File: src/rtl/cen_pkg.sv
// shared constants and register codes for the composition enumerator
`timescale 1ns / 1ps

package cen_pkg;

  localparam int MAX_PARTS_DEF = 8;
  localparam int PART_BITS_DEF = 8;
  localparam int QUEUE_DEPTH   = 2;

  localparam int CFG_IDX_W  = 2;
  localparam int CFG_DATA_W = 8;
  localparam int SUM_W      = 8;
  localparam int COUNT_W    = 4;

  typedef enum logic [CFG_IDX_W-1:0] {
    REG_TARGET_SUM = 2'd0,
    REG_PART_COUNT = 2'd1
  } cfg_reg_t;

endpackage

File: src/rtl/cen_front.sv
// front end: takes requests and steps the composition state
`timescale 1ns / 1ps

module cen_front #(
  parameter int MAX_PARTS = cen_pkg::MAX_PARTS_DEF,
  parameter int PART_BITS = cen_pkg::PART_BITS_DEF,
  parameter int IDX_W     = (MAX_PARTS > 1) ? $clog2(MAX_PARTS) : 1,
  parameter int CNT_W     = $clog2(MAX_PARTS + 1),
  parameter int ENT_W     = 1 + CNT_W + MAX_PARTS * PART_BITS
) (
  input  logic                        clk,
  input  logic                        rst_n,
  input  logic                        accept,
  input  logic                        restart,
  input  logic [cen_pkg::SUM_W-1:0]   target_sum,
  input  logic [cen_pkg::COUNT_W-1:0] part_count,
  output logic                        q_push,
  output logic [ENT_W-1:0]            q_data
);

  logic [PART_BITS-1:0] parts_r [MAX_PARTS];
  logic [PART_BITS-1:0] parts_nxt [MAX_PARTS];
  logic [IDX_W-1:0]     carry_r, carry_nxt;
  logic [PART_BITS-1:0] lead_r, lead_nxt;
  logic                 more_r, more_nxt;

  logic [CNT_W-1:0]     k;
  logic [PART_BITS-1:0] sum;
  logic [IDX_W-1:0]     h_base;
  logic [CNT_W-1:0]     h;
  logic                 reload;
  logic [PART_BITS-1:0] lead_sel;
  logic [PART_BITS-1:0] top_part;
  logic [MAX_PARTS*PART_BITS-1:0] parts_vec;

  always_comb begin
    if (part_count == '0) begin
      k = CNT_W'(1);
    end else if (int'(part_count) > MAX_PARTS) begin
      k = CNT_W'(MAX_PARTS);
    end else begin
      k = CNT_W'(part_count);
    end
    sum    = PART_BITS'(target_sum);
    h_base = (lead_r > PART_BITS'(1)) ? '0 : carry_r;
    h      = CNT_W'(h_base) + CNT_W'(1);
    reload = restart || !more_r || (h >= k);

    lead_sel = '0;
    for (int i = 0; i < MAX_PARTS; i++) begin
      if (CNT_W'(i) + CNT_W'(1) == h) begin
        lead_sel = parts_r[i];
      end
    end

    for (int i = 0; i < MAX_PARTS; i++) begin
      if (reload) begin
        parts_nxt[i] = (i == 0) ? sum : '0;
      end else if (i == 0) begin
        parts_nxt[i] = lead_sel - PART_BITS'(1);
      end else if (CNT_W'(i) + CNT_W'(1) == h) begin
        parts_nxt[i] = '0;
      end else if (CNT_W'(i) == h) begin
        parts_nxt[i] = parts_r[i] + PART_BITS'(1);
      end else begin
        parts_nxt[i] = parts_r[i];
      end
    end

    carry_nxt = reload ? '0 : IDX_W'(h);
    lead_nxt  = reload ? sum : lead_sel;

    top_part = '0;
    for (int i = 0; i < MAX_PARTS; i++) begin
      if (CNT_W'(i) + CNT_W'(1) == k) begin
        top_part = parts_nxt[i];
      end
    end
    more_nxt = (top_part != sum);

    for (int i = 0; i < MAX_PARTS; i++) begin
      parts_vec[i*PART_BITS +: PART_BITS] = parts_nxt[i];
    end
  end

  assign q_push = accept;
  assign q_data = {more_nxt, k, parts_vec};

  always_ff @(posedge clk) begin
    if (!rst_n) begin
      for (int i = 0; i < MAX_PARTS; i++) begin
        parts_r[i] <= '0;
      end
      carry_r <= '0;
      lead_r  <= '0;
      more_r  <= 1'b0;
    end else if (accept) begin
      for (int i = 0; i < MAX_PARTS; i++) begin
        parts_r[i] <= parts_nxt[i];
      end
      carry_r <= carry_nxt;
      lead_r  <= lead_nxt;
      more_r  <= more_nxt;
    end
  end

endmodule

File: src/rtl/cen_fifo.sv
// small queue of composition snapshots between front and back
`timescale 1ns / 1ps

module cen_fifo #(
  parameter int WIDTH = 8,
  parameter int DEPTH = cen_pkg::QUEUE_DEPTH
) (
  input  logic             clk,
  input  logic             rst_n,
  input  logic             push,
  input  logic [WIDTH-1:0] push_data,
  input  logic             pop,
  output logic [WIDTH-1:0] head_data,
  output logic             empty,
  output logic             full
);

  localparam int AW = (DEPTH > 1) ? $clog2(DEPTH) : 1;
  localparam int CW = $clog2(DEPTH + 1);

  logic [WIDTH-1:0] mem_r [DEPTH];
  logic [AW-1:0]    wr_ptr_r, rd_ptr_r;
  logic [CW-1:0]    count_r;
  logic             do_push, do_pop;

  assign empty     = (count_r == '0);
  assign full      = (count_r == CW'(DEPTH));
  assign do_push   = push && !full;
  assign do_pop    = pop && !empty;
  assign head_data = mem_r[rd_ptr_r];

  always_ff @(posedge clk) begin
    if (do_push) begin
      mem_r[wr_ptr_r] <= push_data;
    end
  end

  always_ff @(posedge clk) begin
    if (!rst_n) begin
      wr_ptr_r <= '0;
      rd_ptr_r <= '0;
      count_r  <= '0;
    end else begin
      if (do_push) begin
        wr_ptr_r <= (wr_ptr_r == AW'(DEPTH - 1)) ? '0 : wr_ptr_r + AW'(1);
      end
      if (do_pop) begin
        rd_ptr_r <= (rd_ptr_r == AW'(DEPTH - 1)) ? '0 : rd_ptr_r + AW'(1);
      end
      if (do_push && !do_pop) begin
        count_r <= count_r + CW'(1);
      end else if (do_pop && !do_push) begin
        count_r <= count_r - CW'(1);
      end
    end
  end

endmodule

File: src/rtl/cen_back.sv
// back end: emits the parts of each snapshot, one per cycle while results are taken
`timescale 1ns / 1ps

module cen_back #(
  parameter int MAX_PARTS = cen_pkg::MAX_PARTS_DEF,
  parameter int PART_BITS = cen_pkg::PART_BITS_DEF,
  parameter int IDX_W     = (MAX_PARTS > 1) ? $clog2(MAX_PARTS) : 1,
  parameter int CNT_W     = $clog2(MAX_PARTS + 1),
  parameter int ENT_W     = 1 + CNT_W + MAX_PARTS * PART_BITS
) (
  input  logic                 clk,
  input  logic                 rst_n,
  input  logic [ENT_W-1:0]     q_head,
  input  logic                 q_empty,
  output logic                 q_pop,
  output logic                 out_empty,
  input  logic                 out_pop,
  output logic [IDX_W-1:0]     out_part_index,
  output logic [PART_BITS-1:0] out_part_value,
  output logic                 out_last_part,
  output logic                 out_more_follow
);

  logic                 valid_r;
  logic [IDX_W-1:0]     idx_r;
  logic [IDX_W-1:0]     index_r;
  logic [PART_BITS-1:0] value_r;
  logic                 last_r, more_r;

  logic                         head_more;
  logic [CNT_W-1:0]             head_k;
  logic [MAX_PARTS*PART_BITS-1:0] head_parts;
  logic                         load, emit, is_last;

  assign {head_more, head_k, head_parts} = q_head;

  assign load    = !valid_r || out_pop;
  assign emit    = load && !q_empty;
  assign is_last = (CNT_W'(idx_r) + CNT_W'(1) == head_k);
  assign q_pop   = emit && is_last;

  // output stage payload
  always_ff @(posedge clk) begin
    if (emit) begin
      index_r <= idx_r;
      value_r <= head_parts[idx_r*PART_BITS +: PART_BITS];
      last_r  <= is_last;
      more_r  <= head_more;
    end
  end

  always_ff @(posedge clk) begin
    if (!rst_n) begin
      valid_r <= 1'b0;
      idx_r   <= '0;
    end else begin
      if (load) begin
        valid_r <= !q_empty;
      end
      if (emit) begin
        idx_r <= is_last ? '0 : idx_r + IDX_W'(1);
      end
    end
  end

  assign out_empty       = !valid_r;
  assign out_part_index  = index_r;
  assign out_part_value  = value_r;
  assign out_last_part   = last_r;
  assign out_more_follow = more_r;

endmodule

File: src/rtl/composition_enumerator_unit.sv
// top level of the composition enumerator
// a taken request writes its composition into the snapshot queue; the back end then
//   loads its parts one by one into the registered result stage
// throughput is set by the one-part-per-cycle result port, which stalls while results
//   are not taken; a two-entry snapshot queue lets requests arrive back to back
// reset: synchronous active-low; clears the composition state, the queue and the
//   result stage; target_sum resets to 0 and part_count to 1
`timescale 1ns / 1ps

module composition_enumerator_unit #(
  parameter int MAX_PARTS = cen_pkg::MAX_PARTS_DEF,
  parameter int PART_BITS = cen_pkg::PART_BITS_DEF,
  parameter int IDX_W     = (MAX_PARTS > 1) ? $clog2(MAX_PARTS) : 1
) (
  input  logic                           clk,
  input  logic                           rst_n,
  input  logic                           in_push,
  output logic                           in_full,
  input  logic                           in_restart,
  output logic                           out_empty,
  input  logic                           out_pop,
  output logic [IDX_W-1:0]               out_part_index,
  output logic [PART_BITS-1:0]           out_part_value,
  output logic                           out_last_part,
  output logic                           out_more_follow,
  input  logic                           cfg_valid,
  output logic                           cfg_ready,
  input  logic [cen_pkg::CFG_IDX_W-1:0]  cfg_index,
  input  logic [cen_pkg::CFG_DATA_W-1:0] cfg_data
);

  localparam int CNT_W = $clog2(MAX_PARTS + 1);
  localparam int ENT_W = 1 + CNT_W + MAX_PARTS * PART_BITS;

  logic [cen_pkg::SUM_W-1:0]   target_sum_r;
  logic [cen_pkg::COUNT_W-1:0] part_count_r;

  logic             accept;
  logic             q_push, q_pop, q_empty, q_full;
  logic [ENT_W-1:0] q_push_data, q_head;

  assign cfg_ready = 1'b1;

  always_ff @(posedge clk) begin
    if (!rst_n) begin
      target_sum_r <= '0;
      part_count_r <= cen_pkg::COUNT_W'(1);
    end else if (cfg_valid && cfg_ready) begin
      case (cfg_index)
        cen_pkg::REG_TARGET_SUM: target_sum_r <= cfg_data[cen_pkg::SUM_W-1:0];
        cen_pkg::REG_PART_COUNT: part_count_r <= cfg_data[cen_pkg::COUNT_W-1:0];
        default: ;
      endcase
    end
  end

  assign in_full = q_full;
  assign accept  = in_push && !q_full;

  cen_front #(
    .MAX_PARTS (MAX_PARTS),
    .PART_BITS (PART_BITS),
    .IDX_W     (IDX_W),
    .CNT_W     (CNT_W),
    .ENT_W     (ENT_W)
  ) u_front (
    .clk        (clk),
    .rst_n      (rst_n),
    .accept     (accept),
    .restart    (in_restart),
    .target_sum (target_sum_r),
    .part_count (part_count_r),
    .q_push     (q_push),
    .q_data     (q_push_data)
  );

  cen_fifo #(
    .WIDTH (ENT_W),
    .DEPTH (cen_pkg::QUEUE_DEPTH)
  ) u_fifo (
    .clk       (clk),
    .rst_n     (rst_n),
    .push      (q_push),
    .push_data (q_push_data),
    .pop       (q_pop),
    .head_data (q_head),
    .empty     (q_empty),
    .full      (q_full)
  );

  cen_back #(
    .MAX_PARTS (MAX_PARTS),
    .PART_BITS (PART_BITS),
    .IDX_W     (IDX_W),
    .CNT_W     (CNT_W),
    .ENT_W     (ENT_W)
  ) u_back (
    .clk             (clk),
    .rst_n           (rst_n),
    .q_head          (q_head),
    .q_empty         (q_empty),
    .q_pop           (q_pop),
    .out_empty       (out_empty),
    .out_pop         (out_pop),
    .out_part_index  (out_part_index),
    .out_part_value  (out_part_value),
    .out_last_part   (out_last_part),
    .out_more_follow (out_more_follow)
  );

endmodule

File: config.mk
export PLATFORM = sky130hd
export DESIGN_NAME = composition_enumerator_unit
export DESIGN_NICKNAME = d
export VERILOG_FILES = /design/src/rtl/cen_pkg.sv /design/src/rtl/cen_front.sv /design/src/rtl/cen_fifo.sv /design/src/rtl/cen_back.sv /design/src/rtl/composition_enumerator_unit.sv
export SDC_FILE = /design/constraint.sdc
export NUM_CORES = 1
export LEC_CHECK = 0
export ABC_AREA = 0
export BUFFER_PORTS_ARGS = -buffer_cell sky130_fd_sc_hd__buf_2
export CORE_MARGIN = 2
export CORE_UTILIZATION = 30
export CTS_CLUSTER_DIAMETER = 40
export DETAILED_ROUTE_END_ITERATION = 6
export PLACE_DENSITY = 0.49
export SLEW_MARGIN = 0
export SYNTH_ARGS = -nofsm -noshare
export SYNTH_HDL_FRONTEND = slang
export SYNTH_SLANG_ARGS = --single-unit
File: constraint.sdc
create_clock -name clk -period 5.1 [get_ports clk]
set_clock_uncertainty 0.15 [all_clocks]
set_input_delay 0.255 -clock clk [delete_from_list [all_inputs] [get_ports clk]]
set_output_delay 0.255 -clock clk [all_outputs]
set_load 0.1 [all_outputs]
==> flow_summary.yaml <==
run_status:
  outcome: "complete, no violations"
yosys:
  async_reset_ff_frac: 0
  synth_area_um2: 13100
  synth_edf_count: 215
  synth.distinct_cells: 94
  synthCells: 1110
  synthSimpleGateAreaFrac: 0.165
  synthAdderAreaFrac: 0.0143
  synth_compound_area_frac: 0.118
  ys_ff_latch: 247
  synth_top_family_by_area: "simple AND/OR/NAND/NOR gates"
  synth_nets: 1141
  synth-seq-area-share: 0.540
  post_synth_xor_area_fraction: 0.0440
  synth_mux_area_frac: 0.0901
  synth_top_flop_cell: "edfxtp_1"
  yosysWarnings: 0
  syn_area_per_cell_um2: 11.8
floorplanning:
  die_area_um2: 45500
  io_pins: 32
  die_w_um: 213
  rows: 76
  die_h_um: 213
  start_util: 0.304
  core_area_um2: 43200
timing:
  fin_crit_sh: 0.959
  clock.fmax_ghz: 0.204
  grt_setup_unrepaired: "no"
  timing.final.ws_setup_ps: 210
  fin_setup_tns_ps: 0
  final-max-slew-violation-count: 0
  layout_min_cycle_time_ps: 4890
  hold_violations: 0
  max_slew.worst_pin.slew_ps: 908
  slew_headroom: 0.392
  setup_viol: 0
global_route:
  grt_pass1_wl_um: 67400
  grt_pass1_vias: 9823
  antenna_found_initial: 2
  grt.total_usage: 0.207
  grt_max_degree: 49
  overflow: 0
placement:
  dp_slack_ps: 77.1
  port_buffers: 30
  gp_congestion: 0.964
  hpwlAfterDp_um: 34900
clock_tree:
  worstSkewPairLatency_ps: 570
  clock-root-buffer: "clkbuf_16"
  ctsHtreeMaxLevel: 2
  clock_path_buffers: 3
  path_clk_slew_ps: 40
  cts_buffers: 43
  cts.sinks: 247
  cts_tree: "done"
job:
  cap_viol_max_count: 0
worst_setup_path:
  cp_data_required_time_ps: 5220
  critPathCapture: "u_fifo.mem_r[1][68]$_DFFE_PP_"
  end_kind: "register"
  worstSetupStartpointType: "register"
  worstPathMaxFanout: 19
  worstPathArrival_ps: 5010
  r2r_end: "u_fifo.mem_r[1][68]$_DFFE_PP_"
  timing.rr.start: "u_front.lead_r[6]$_SDFFE_PN0P_"
  rrSetupSlack_ps: 210
  rr_worst_depth: 17
  path_class: "reg -> reg"
  critPathLaunch: "u_front.lead_r[6]$_SDFFE_PN0P_"
final_layout:
  layout_commonest_cell: "edfxtp_1"
  final_nets: 1254
  mostFrequentLayoutCells: "edfxtp_1 (215), nor2_1 (128), buf_4 (88), nand2_1 (69), clkbuf_16 (43)"
  areaGrowthSynthToFinish_pct: 22.6
  layout-drive-gt1-share: 0.223
  diodes: 0
route:
  drc: 0
  drt_iter0_markers: 1074
  ant_nets: 0
  avgViaCountPerCell: 5.45
  routed_wl_um: 46300
  avgRoutedWirePerCell_um: 25.1
  num_vias: 10000
  firstDrtPassIters: 5
power_and_ir_drop:
  pwr-share-comb: 0.234
  p_sw_frac: 0.329
  p_clk_frac: 0.391
  p_per_area_nw_per_um2: 466
  ir_drop_mv: 0.225
  power.internal_uw: 5040
  seqPwrFrac: 0.376
  p_switching_uw: 2470
  total_leakage_power_uw: 0.00558
hold_path:
  hp-class: "in -> reg"
[critical path, cell delays in order, from the launching register on]
cell and delay (ps):
dfxtp_1 340, nor4_4 390, buf_4 170, buf_4 220
nand2_1 150, xnor2_1 290, ha_1 290, o211a_1 160
a21oi_4 330, nand4b_1 290, o221a_2 390, o22ai_1 340
o21ai_0 190, a211oi_2 250, nand4_1 150, nor4_2 280
buf_4 150, nand2_1 60
[kinds of logic after synthesis]
family,count (synthesis)
AOI/OAI and AO/OA,210
adders and majority gates,15
DFF,247
other,1
muxes,68
and+or+nand+nor,417
xor gates and xnor gates,66
buffers and inverters,86
[synth_stat cells (18+ instances only)]
library cell	n	area, um^2
o21ai_0	33	165
mux4_2	40	901
nor3_1	25	125
clkbuf_1	37	139
mux2i_1	26	260
dfxtp_1	32	641
inv_1	24	90.1
xnor2_1	40	350
a21oi_1	29	145
nand2_1	70	263
nand3_1	30	150
and2_1	32	200
nor2b_1	23	144
xor2_1	26	228
edfxtp_1	215	6460
nor2_1	131	492
nand4_1	18	113
[power by group through the flow]
stage | Clock, uW | Sequential (uW) | Combinational [uW]
2_1_floorplan | 0 | 3150 | 901
3_3_place_gp | 0 | 2850 | 1760
3_5_place_dp | 0 | 2850 | 1760
4_1_cts | 2990 | 2820 | 1770
5_1_grt | 3080 | 2850 | 1870
6_report | 2930 | 2820 | 1750
[layer usage]
metal / global-route usage / wire length (um)
met1: 0.295 / 20900
met2: 0.306 / 20300
met3: 0.0494 / 3470
met4: 0.0754 / 1580
met5: 0 / 13
[cell type report]
cell class / instances / area, um^2
repair buffers: 129 / 922
clock inverters: 27 / 338
well taps: 585 / 732
flip-flops and latches: 247 / 7100
clock buffers: 51 / 1130
inverters: 25 / 93.8
multi-input cells: 777 / 5780
fillers: 4249 / 27100
[worst min path at each step]
stage	slack, ps	from	end	cells after the start
finish	50	cfg_index[1]	target_sum_r[5]$_SDFFE_PN0P_	4
global route	50	cfg_index[1]	target_sum_r[6]$_SDFFE_PN0P_	4
CTS	30	cfg_index[1]	target_sum_r[4]$_SDFFE_PN0P_	4
detailed placement	350	cfg_data[0]	part_count_r[0]$_SDFFE_PN1P_	3
global placement	330	cfg_data[0]	part_count_r[0]$_SDFFE_PN1P_	3
floorplan	230	cfg_data[0]	part_count_r[0]$_SDFFE_PN1P_	2
[flip-flops by register name (all words and copies together) (netlist names), named ones only]
| signal | cells |
|---|---|
| u_back.out_part_index | 3 |
| u_front.parts_r | 64 |
| u_back.out_more_follow | 1 |
| u_fifo.rd_ptr_r | 1 |
| u_back.out_part_value | 8 |
| u_front.carry_r | 3 |
| u_back.out_last_part | 1 |
| u_fifo.mem_r | 138 |
| target_sum_r | 8 |
| u_back.idx_r | 3 |
| u_front.lead_r | 7 |
| u_front.more_r | 1 |
| u_back.valid_r | 1 |
| part_count_r | 4 |
| u_fifo.wr_ptr_r | 1 |
| u_fifo.count_r | 2 |
[stage by stage]
step	total power (uW)	util	hold slack, ps	instances	instance area [um^2]
3_5_place_dp	4610	0.334	345	1750	14400
5_1_grt	7800	0.373	53.7	1841	16100
2_1_floorplan	4050	-	230	1110	13100
6_report	7510	0.373	47.2	1841	16100
4_1_cts	7570	0.371	32.3	1838	16000
3_3_place_gp	4610	0.334	334	1750	14400
[repair_timing]
action / in CTS / in global routing
hold endpoints to repair: 19 / 0
setup buffers: 0 / 3
hold buffers: 10 / 0
setup endpoints to repair: 0 / 3
gates resized for setup: 0 / 17
Power figures use the tool's default switching activity.
